## src/rtl/stl_pkg.sv

```systemverilog
`default_nettype none
package stl_pkg;

	localparam int CAPACITY     = 16;
	localparam int HANDLE_COUNT = 64;
	localparam int KEY_WIDTH    = 32;

	localparam int OP_W   = 2;
	localparam int HND_W  = 6;
	localparam int CNT_W  = $clog2(CAPACITY + 1);
	localparam int STAT_W = 2;

	localparam int IN_DATA_W  = ((OP_W + HND_W + KEY_WIDTH + 7) / 8) * 8;
	localparam int OUT_DATA_W = ((CNT_W + STAT_W + 7) / 8) * 8;

	localparam logic [OP_W-1:0] OP_SORTED = 2'd0;
	localparam logic [OP_W-1:0] OP_TAIL   = 2'd1;
	localparam logic [OP_W-1:0] OP_REMOVE = 2'd2;
	localparam logic [OP_W-1:0] OP_NONE   = 2'd3;

	localparam logic [STAT_W-1:0] STAT_OK     = 2'd0;
	localparam logic [STAT_W-1:0] STAT_FULL   = 2'd1;
	localparam logic [STAT_W-1:0] STAT_LISTED = 2'd2;
	localparam logic [STAT_W-1:0] STAT_ABSENT = 2'd3;

	typedef struct packed {
		logic load;
		logic commit;
	} dp_cmd_t;

endpackage
`default_nettype wire

```

## src/rtl/stl_ctrl.sv

```systemverilog
`default_nettype none
module stl_ctrl (
	input  wire logic            clk,
	input  wire logic            arst_n,
	input  wire logic            in_valid,
	output logic                 in_ready,
	output logic                 out_valid,
	input  wire logic            out_ready,
	output stl_pkg::dp_cmd_t     cmd
);
	import stl_pkg::*;

	typedef enum logic [1:0] {
		ST_IDLE = 2'b01,
		ST_EXEC = 2'b10
	} state_t;

	state_t state_q;
	state_t state_nx;
	logic   out_valid_q;
	logic   slot_free;

	assign slot_free  = !out_valid_q || out_ready;
	assign in_ready   = (state_q == ST_IDLE);
	assign out_valid  = out_valid_q;
	assign cmd.load   = in_ready && in_valid;
	assign cmd.commit = (state_q == ST_EXEC) && slot_free;

	always_comb begin
		state_nx = state_q;
		case (state_q)
			ST_IDLE: begin
				if (in_valid) begin
					state_nx = ST_EXEC;
				end
			end
			ST_EXEC: begin
				if (slot_free) begin
					state_nx = ST_IDLE;
				end
			end
			default: begin
				state_nx = ST_IDLE;
			end
		endcase
	end

	always_ff @(posedge clk or negedge arst_n) begin
		if (!arst_n) begin
			state_q     <= ST_IDLE;
			out_valid_q <= 1'b0;
		end else begin
			state_q <= state_nx;
			if (cmd.commit) begin
				out_valid_q <= 1'b1;
			end else if (out_ready) begin
				out_valid_q <= 1'b0;
			end
		end
	end

endmodule
`default_nettype wire

```

## src/rtl/stl_datapath.sv

```systemverilog
`default_nettype none
module stl_datapath (
	input  wire logic                          clk,
	input  wire logic                          arst_n,
	input  wire stl_pkg::dp_cmd_t              cmd,
	input  wire logic [stl_pkg::OP_W-1:0]      opcode,
	input  wire logic [stl_pkg::HND_W-1:0]     handle,
	input  wire logic [stl_pkg::KEY_WIDTH-1:0] sort_key,
	output logic [stl_pkg::CNT_W-1:0]          remaining_count,
	output logic [stl_pkg::STAT_W-1:0]         status
);
	import stl_pkg::*;

	logic [OP_W-1:0]      op_s1;
	logic [HND_W-1:0]     hnd_s1;
	logic [KEY_WIDTH-1:0] key_s1;

	logic [KEY_WIDTH-1:0] slot_key_q [CAPACITY];
	logic [HND_W-1:0]     slot_hnd_q [CAPACITY];
	logic [CNT_W-1:0]     count_q;
	logic [CNT_W-1:0]     res_count_q;
	logic [STAT_W-1:0]    res_status_q;

	logic [CAPACITY-1:0]  valid;
	logic [CAPACITY-1:0]  gt;
	logic [CAPACITY-1:0]  match;
	logic [CAPACITY-1:0]  after_ins;
	logic [CAPACITY-1:0]  after_rm;
	logic                 tail_mode;
	logic                 in_range;
	logic                 listed_h;
	logic                 do_ins;
	logic                 do_rm;
	logic [STAT_W-1:0]    status_nx;
	logic [CNT_W-1:0]     count_nx;

	// compare every cell against the incoming word
	always_comb begin
		logic run_i;
		logic run_r;
		run_i = 1'b0;
		run_r = 1'b0;
		for (int i = 0; i < CAPACITY; i++) begin
			valid[i]     = (CNT_W'(i) < count_q);
			gt[i]        = valid[i] && (slot_key_q[i] > key_s1);
			match[i]     = valid[i] && (slot_hnd_q[i] == hnd_s1);
			run_i        = run_i | (gt[i] & !tail_mode) | !valid[i];
			run_r        = run_r | match[i];
			after_ins[i] = run_i;
			after_rm[i]  = run_r;
		end
	end

	// a handle is listed exactly when one of the valid cells holds it
	assign tail_mode = (op_s1 == OP_TAIL) || (key_s1 == '1);
	assign in_range  = ({1'b0, hnd_s1} < (HND_W + 1)'(HANDLE_COUNT));
	assign listed_h  = |match;

	always_comb begin
		status_nx = STAT_OK;
		do_ins    = 1'b0;
		do_rm     = 1'b0;
		if (op_s1 == OP_NONE) begin
			status_nx = STAT_OK;
		end else if (!in_range) begin
			status_nx = STAT_ABSENT;
		end else if (op_s1 == OP_REMOVE) begin
			if (!listed_h) begin
				status_nx = STAT_ABSENT;
			end else begin
				do_rm = 1'b1;
			end
		end else if (listed_h) begin
			status_nx = STAT_LISTED;
		end else if (count_q >= CNT_W'(CAPACITY)) begin
			status_nx = STAT_FULL;
		end else begin
			do_ins = 1'b1;
		end
	end

	always_comb begin
		count_nx = count_q;
		if (do_ins) begin
			count_nx = count_q + CNT_W'(1);
		end else if (do_rm && (|match)) begin
			count_nx = count_q - CNT_W'(1);
		end
	end

	always_ff @(posedge clk) begin
		if (cmd.load) begin
			op_s1  <= opcode;
			hnd_s1 <= handle;
			key_s1 <= sort_key;
		end
		if (cmd.commit) begin
			res_count_q  <= count_nx;
			res_status_q <= status_nx;
		end
	end

	// cell chain: shift up on insert, shift down on remove
	always_ff @(posedge clk) begin
		if (cmd.commit && do_ins) begin
			if (after_ins[0]) begin
				slot_key_q[0] <= key_s1;
				slot_hnd_q[0] <= hnd_s1;
			end
			for (int i = 1; i < CAPACITY; i++) begin
				if (after_ins[i - 1]) begin
					slot_key_q[i] <= slot_key_q[i - 1];
					slot_hnd_q[i] <= slot_hnd_q[i - 1];
				end else if (after_ins[i]) begin
					slot_key_q[i] <= key_s1;
					slot_hnd_q[i] <= hnd_s1;
				end
			end
		end else if (cmd.commit && do_rm) begin
			for (int i = 0; i < CAPACITY - 1; i++) begin
				if (after_rm[i]) begin
					slot_key_q[i] <= slot_key_q[i + 1];
					slot_hnd_q[i] <= slot_hnd_q[i + 1];
				end
			end
		end
	end

	always_ff @(posedge clk or negedge arst_n) begin
		if (!arst_n) begin
			count_q <= '0;
		end else if (cmd.commit) begin
			count_q <= count_nx;
		end
	end

	assign remaining_count = res_count_q;
	assign status          = res_status_q;

endmodule
`default_nettype wire

```

## src/rtl/sorted_tick_list_core.sv

```systemverilog
// Bounded sorted list of up to 16 handles with 32-bit keys. A sorted insert
// goes before the first entry whose key is greater (equal keys keep arrival
// order, an all-ones key goes to the tail); insert-at-tail appends; remove
// by handle closes the gap. Each input word yields one result word with the
// entry count after the operation and a status: ok, list full, already
// listed or not listed; a rejected operation changes nothing. Each word
// is first captured and then, in the execute state, the chain of slot
// cells compares every slot against the key or handle and shifts in place.
// A new word is taken in idle while the previous result still waits on
// the output; execute only stalls while that result is still untaken.
`default_nettype none
module sorted_tick_list_core (
	input  wire logic                             clk,
	input  wire logic                             arst_n,
	input  wire logic                             s_axis_tvalid,
	output logic                                  s_axis_tready,
	// opcode, handle, sort_key
	input  wire logic [stl_pkg::IN_DATA_W-1:0]    s_axis_tdata,
	output logic                                  m_axis_tvalid,
	input  wire logic                             m_axis_tready,
	// remaining_count, status, zero padding
	output logic [stl_pkg::OUT_DATA_W-1:0]        m_axis_tdata
);
	import stl_pkg::*;

	dp_cmd_t           cmd;
	logic [CNT_W-1:0]  remaining_count;
	logic [STAT_W-1:0] status;

	stl_ctrl u_ctrl (
		.clk       (clk),
		.arst_n    (arst_n),
		.in_valid  (s_axis_tvalid),
		.in_ready  (s_axis_tready),
		.out_valid (m_axis_tvalid),
		.out_ready (m_axis_tready),
		.cmd       (cmd)
	);

	stl_datapath u_datapath (
		.clk             (clk),
		.arst_n          (arst_n),
		.cmd             (cmd),
		.opcode          (s_axis_tdata[OP_W-1:0]),
		.handle          (s_axis_tdata[OP_W +: HND_W]),
		.sort_key        (s_axis_tdata[OP_W + HND_W +: KEY_WIDTH]),
		.remaining_count (remaining_count),
		.status          (status)
	);

	assign m_axis_tdata = OUT_DATA_W'({status, remaining_count});

endmodule
`default_nettype wire

```

## config.mk

```make
export PLATFORM = sky130hd
export DESIGN_NAME = sorted_tick_list_core
export DESIGN_NICKNAME = d
export VERILOG_FILES = /design/src/rtl/stl_pkg.sv /design/src/rtl/stl_ctrl.sv /design/src/rtl/stl_datapath.sv /design/src/rtl/sorted_tick_list_core.sv
export SDC_FILE = /design/constraint.sdc
export NUM_CORES = 2
export LEC_CHECK = 0
export ABC_AREA = 1
export BUFFER_PORTS_ARGS = -buffer_cell sky130_fd_sc_hd__clkbuf_2
export CORE_ASPECT_RATIO = 2
export CORE_MARGIN = 2
export CORE_UTILIZATION = 60
export DETAILED_ROUTE_END_ITERATION = 10
export PLACE_DENSITY = 0.76
export SETUP_SLACK_MARGIN = 0.05
export SYNTH_ARGS = -nofsm -noshare
export SYNTH_HDL_FRONTEND = slang
export SYNTH_HIERARCHICAL = 1
export SYNTH_SLANG_ARGS = --single-unit
```

## constraint.sdc

```tcl
create_clock -name clk -period 6.9 [get_ports clk]
set_clock_uncertainty 0.2 [all_clocks]
set_input_delay 0.69 -clock clk [delete_from_list [all_inputs] [get_ports clk]]
set_output_delay 0.69 -clock clk [all_outputs]
set_load 0.005 [all_outputs]
```

==> qor.csv <==
metric;value;unit
Multi-input gate area;0.0231;mm²
Least-Margin Pin Slew;1.26;ns
Syn Std Cell Area;0.0458;mm²
Post-CTS Repair Setup Buffers;0;
gr ovfl total;0;
Mapped Nets;5892;
Die X;199;µm
Syn Inst Count;5364;
Skew-Pair Late Insertion Delay;0.67;ns
fin nets;5851;
first-pass GRT wire length;210000;µm
Final Hold Viols;0;
Startpoint Class;flop;
post-synthesis sequential area ratio;43.4;%
Top FF cell, synth;edfxtp_1;
htree depth;2;
crit path from;u_datapath/key_s1[9];
met2 Use GR;58.1;%
Resized cells post-CTS;0;
TritonRoute pass-1 iters;6;
critical path class;reg -> reg;
Ant. Diodes;0;
P per Cell Area;193;mW/mm²
filler cell count;6213;
port bufs;52;
RSZ-0062 raised after global routing;false;
worst path arrival time;6.21;ns
worst r2r path cells;21;
Vias/cell;6.21;
most common cell after layout, fill and taps aside;nand2_1;
critical path required time;7.11;ns
Leak;0.0213;µW
Final setup violation count;0;
Total GRT Usage;34.3;%
GR Util met3;3.36;%
Reg-to-Reg End;u_datapath/slot_key_q[1][136];
synthesized flop and latch total;663;
Yosys Warn Count;6;
Routed WL per cell;21.1;µm
Setup TNS;0;ns
core footprint;0.0757;mm²
register cell area after layout;0.0199;mm²
Vias;39694;
Worst slew margin;15.4;%
# DRC;0;
most frequent cells in the layout;nand2_1 (1529), o21ai_0 (750), edfxtp_1 (655);
initial core utilization;60.5;%
ys async rst share;1.21;%
Hold Startpoint;s_axis_tdata[5];
share of layout cells above drive strength 1;6.22;%
Total Wirelength;135000;µm
grt met1 use;40.6;%
EDFF count, synth;655;
CP cell instances;clkinv_1, ha_1, nand4_1, nor3_1, nand3_1, nor2_1, nor2_1, nand2_1, nand3_2, nor2_4, nand4_2, nor2_4, nand4_4, nor2_4, buf_4, nand3_2, buf_4, nand2_1, inv_2, o211ai_1, nand2_1;
clock tree buffer depth;3;
GPL Wtd Cong;0.932;
CTS root buf;clkbuf_16;
initial antenna violation count;1;
outcome;completed;
Critical Path Fanout Max;77;
num ports;54;
die outline height;395;µm
num rows;143;
Post-DP HPWL;98300;µm
TritonCTS clock tree;yes;
CTS sink cnt;663;
antenna viol nets, final;0;
CP Capture Type;flop;
clock buffer count from CTS;60;
# hold bufs at CTS;35;
Die Area;0.0786;mm²
Max Clk Rate;167;MHz
Avg Cell Area, Syn;8.53;µm²
first-iteration detailed-routing DRC count;3842;
Max-Cap Viols;0;
largest net degree at the start of global routing;130;
Worst path max stage delay;0.58;ns
Hold Crit Class;in -> reg;
slowest CP cell;edfxtp_1;
VDD IR max;0.233;mV
hold path cells;1;
hold worst-path end;u_datapath/hnd_s1[3];
Slew Limit Fails;0;
Clock Pin Slew Worst Setup and Hold Paths;0.07;ns
synthesis-to-finish area growth;8.07;%
busiest layer in global routing;met2;
fin crit share;86.9;%
register-to-register setup slack;0.90;ns
reg2reg start;u_datapath/key_s1[9];
number of global-route vias before repair;38934;
distinct cell type count after synthesis;64;
Hold Slack;0.0327;ns
fin crit period;6.00;ns
worst max path at each step:
stage                                     to  slack [ns]  cells after the start
3_3_place_gp   u_datapath/slot_key_q[1][134]        1.05                     17
5_1_grt        u_datapath/slot_key_q[1][137]        0.45                     19
3_5_place_dp   u_datapath/slot_key_q[1][142]        0.93                     17
6_report       u_datapath/slot_key_q[1][136]        0.90                     21
4_1_cts        u_datapath/slot_key_q[1][138]        0.87                     17
2_1_floorplan   u_datapath/slot_hnd_q[1][36]        0.65                     13
layer usage:
metal  wire [µm]  share of wire (%)
met3        8970                6.7
met1       49600                 37
met4       10500                7.8
met2       65600                 49
met5           0                  0
cells by family (layout without fill, tap and decap cells):
family | after synthesis | in the layout | share of synthesized area, %
flops | 663 | 663 | 43.4
fa+ha+maj | 484 | 484 | 13.2
buf+inv | 721 | 730 | 6.67
compound gates | 1377 | 1377 | 17.1
xor+xnor | 54 | 54 | 1.03
other cells | 1 | 1 | 0.00819
simple gates | 2064 | 2064 | 18.5
worst max-delay path, delay by kind of cell, from the launching register on:
kind / cells / cell delay (ns)
buffers and inverters: 4 / 1.55
DFF: 1 / 0.58
AOI/OAI and AO/OA: 1 / 0.22
and+or+nand+nor: 15 / 2.63
adders and majority gates: 1 / 0.47
state kept, by name, summed over array words and instances, names as in the netlist:
register and cells:
u_datapath/key_s1 32, u_datapath/hnd_s1 6, u_datapath/slot_key_q 512, u_ctrl/state_q 2, u_datapath/op_s1 2, u_datapath/remaining_count 5, u_datapath/status 2, u_ctrl/out_valid 1
u_datapath/slot_hnd_q 96, u_datapath/count_q 5
synth_stat cells, drive strengths merged, types with 3 or more instances:
cell type	number	share of area (%)
nand2	1536	13
o21ai	815	8.9
edfxtp	655	43
ha	484	13
inv	373	3.1
a21oi	223	2.4
nor2	211	1.9
buf	202	2.4
o211ai	173	2.8
nand3	143	1.6
clkbuf	115	0.95
nand4	99	1.4
a22o	66	1.3
nor3	32	0.39
xnor2	32	0.61
clkinv	31	0.25
nor4	26	0.38
xor2	22	0.42
o21a	21	0.34
o22ai	18	0.25
a31oi	10	0.14
a211oi	8	0.13
a21boi	8	0.14
a21o	7	0.11
dfrtp	7	0.38
o2111ai	7	0.13
a41oi	5	0.096
o21bai	5	0.082
or2	5	0.068
nor4b	4	0.077
o221ai	4	0.077
nand3b	3	0.049
through the flow:
| step | area [µm²] | std cells | total power, µW | utilization, % | worst slack [ns] |
|---|---|---|---|---|---|
| after floorplan | 45800 | 5364 | 5530 | - | 0.651 |
| after global placement | 47100 | 6240 | 5960 | 62.2 | 1.05 |
| after detailed placement | 47100 | 6240 | 6010 | 62.2 | 0.931 |
| after CTS | 49400 | 6387 | 9560 | 65.3 | 0.873 |
| after global routing | 49500 | 6388 | 9850 | 65.3 | 0.455 |
| final | 49500 | 6388 | 9540 | 65.3 | 0.902 |
cell type report:
class,count,share of cell area [%]
Sequential cell,663,40.2
Inverter,404,3.07
Tap cell,1015,2.57
Clock buffer,72,3.21
Clock inverter,40,0.875
Multi-Input combinational cell,3980,46.7
Timing Repair Buffer,214,3.44
where the power goes:
part | total, µW | leakage (µW) | internal [µW] | switching [µW]
logic | 1340 | 0.0140 | 416 | 920
clock network | 3570 | 0.000994 | 1970 | 1600
registers | 4630 | 0.00630 | 4540 | 96.1
total | 9540 | 0.0213 | 6930 | 2620
Power figures use the tool's default switching activity.
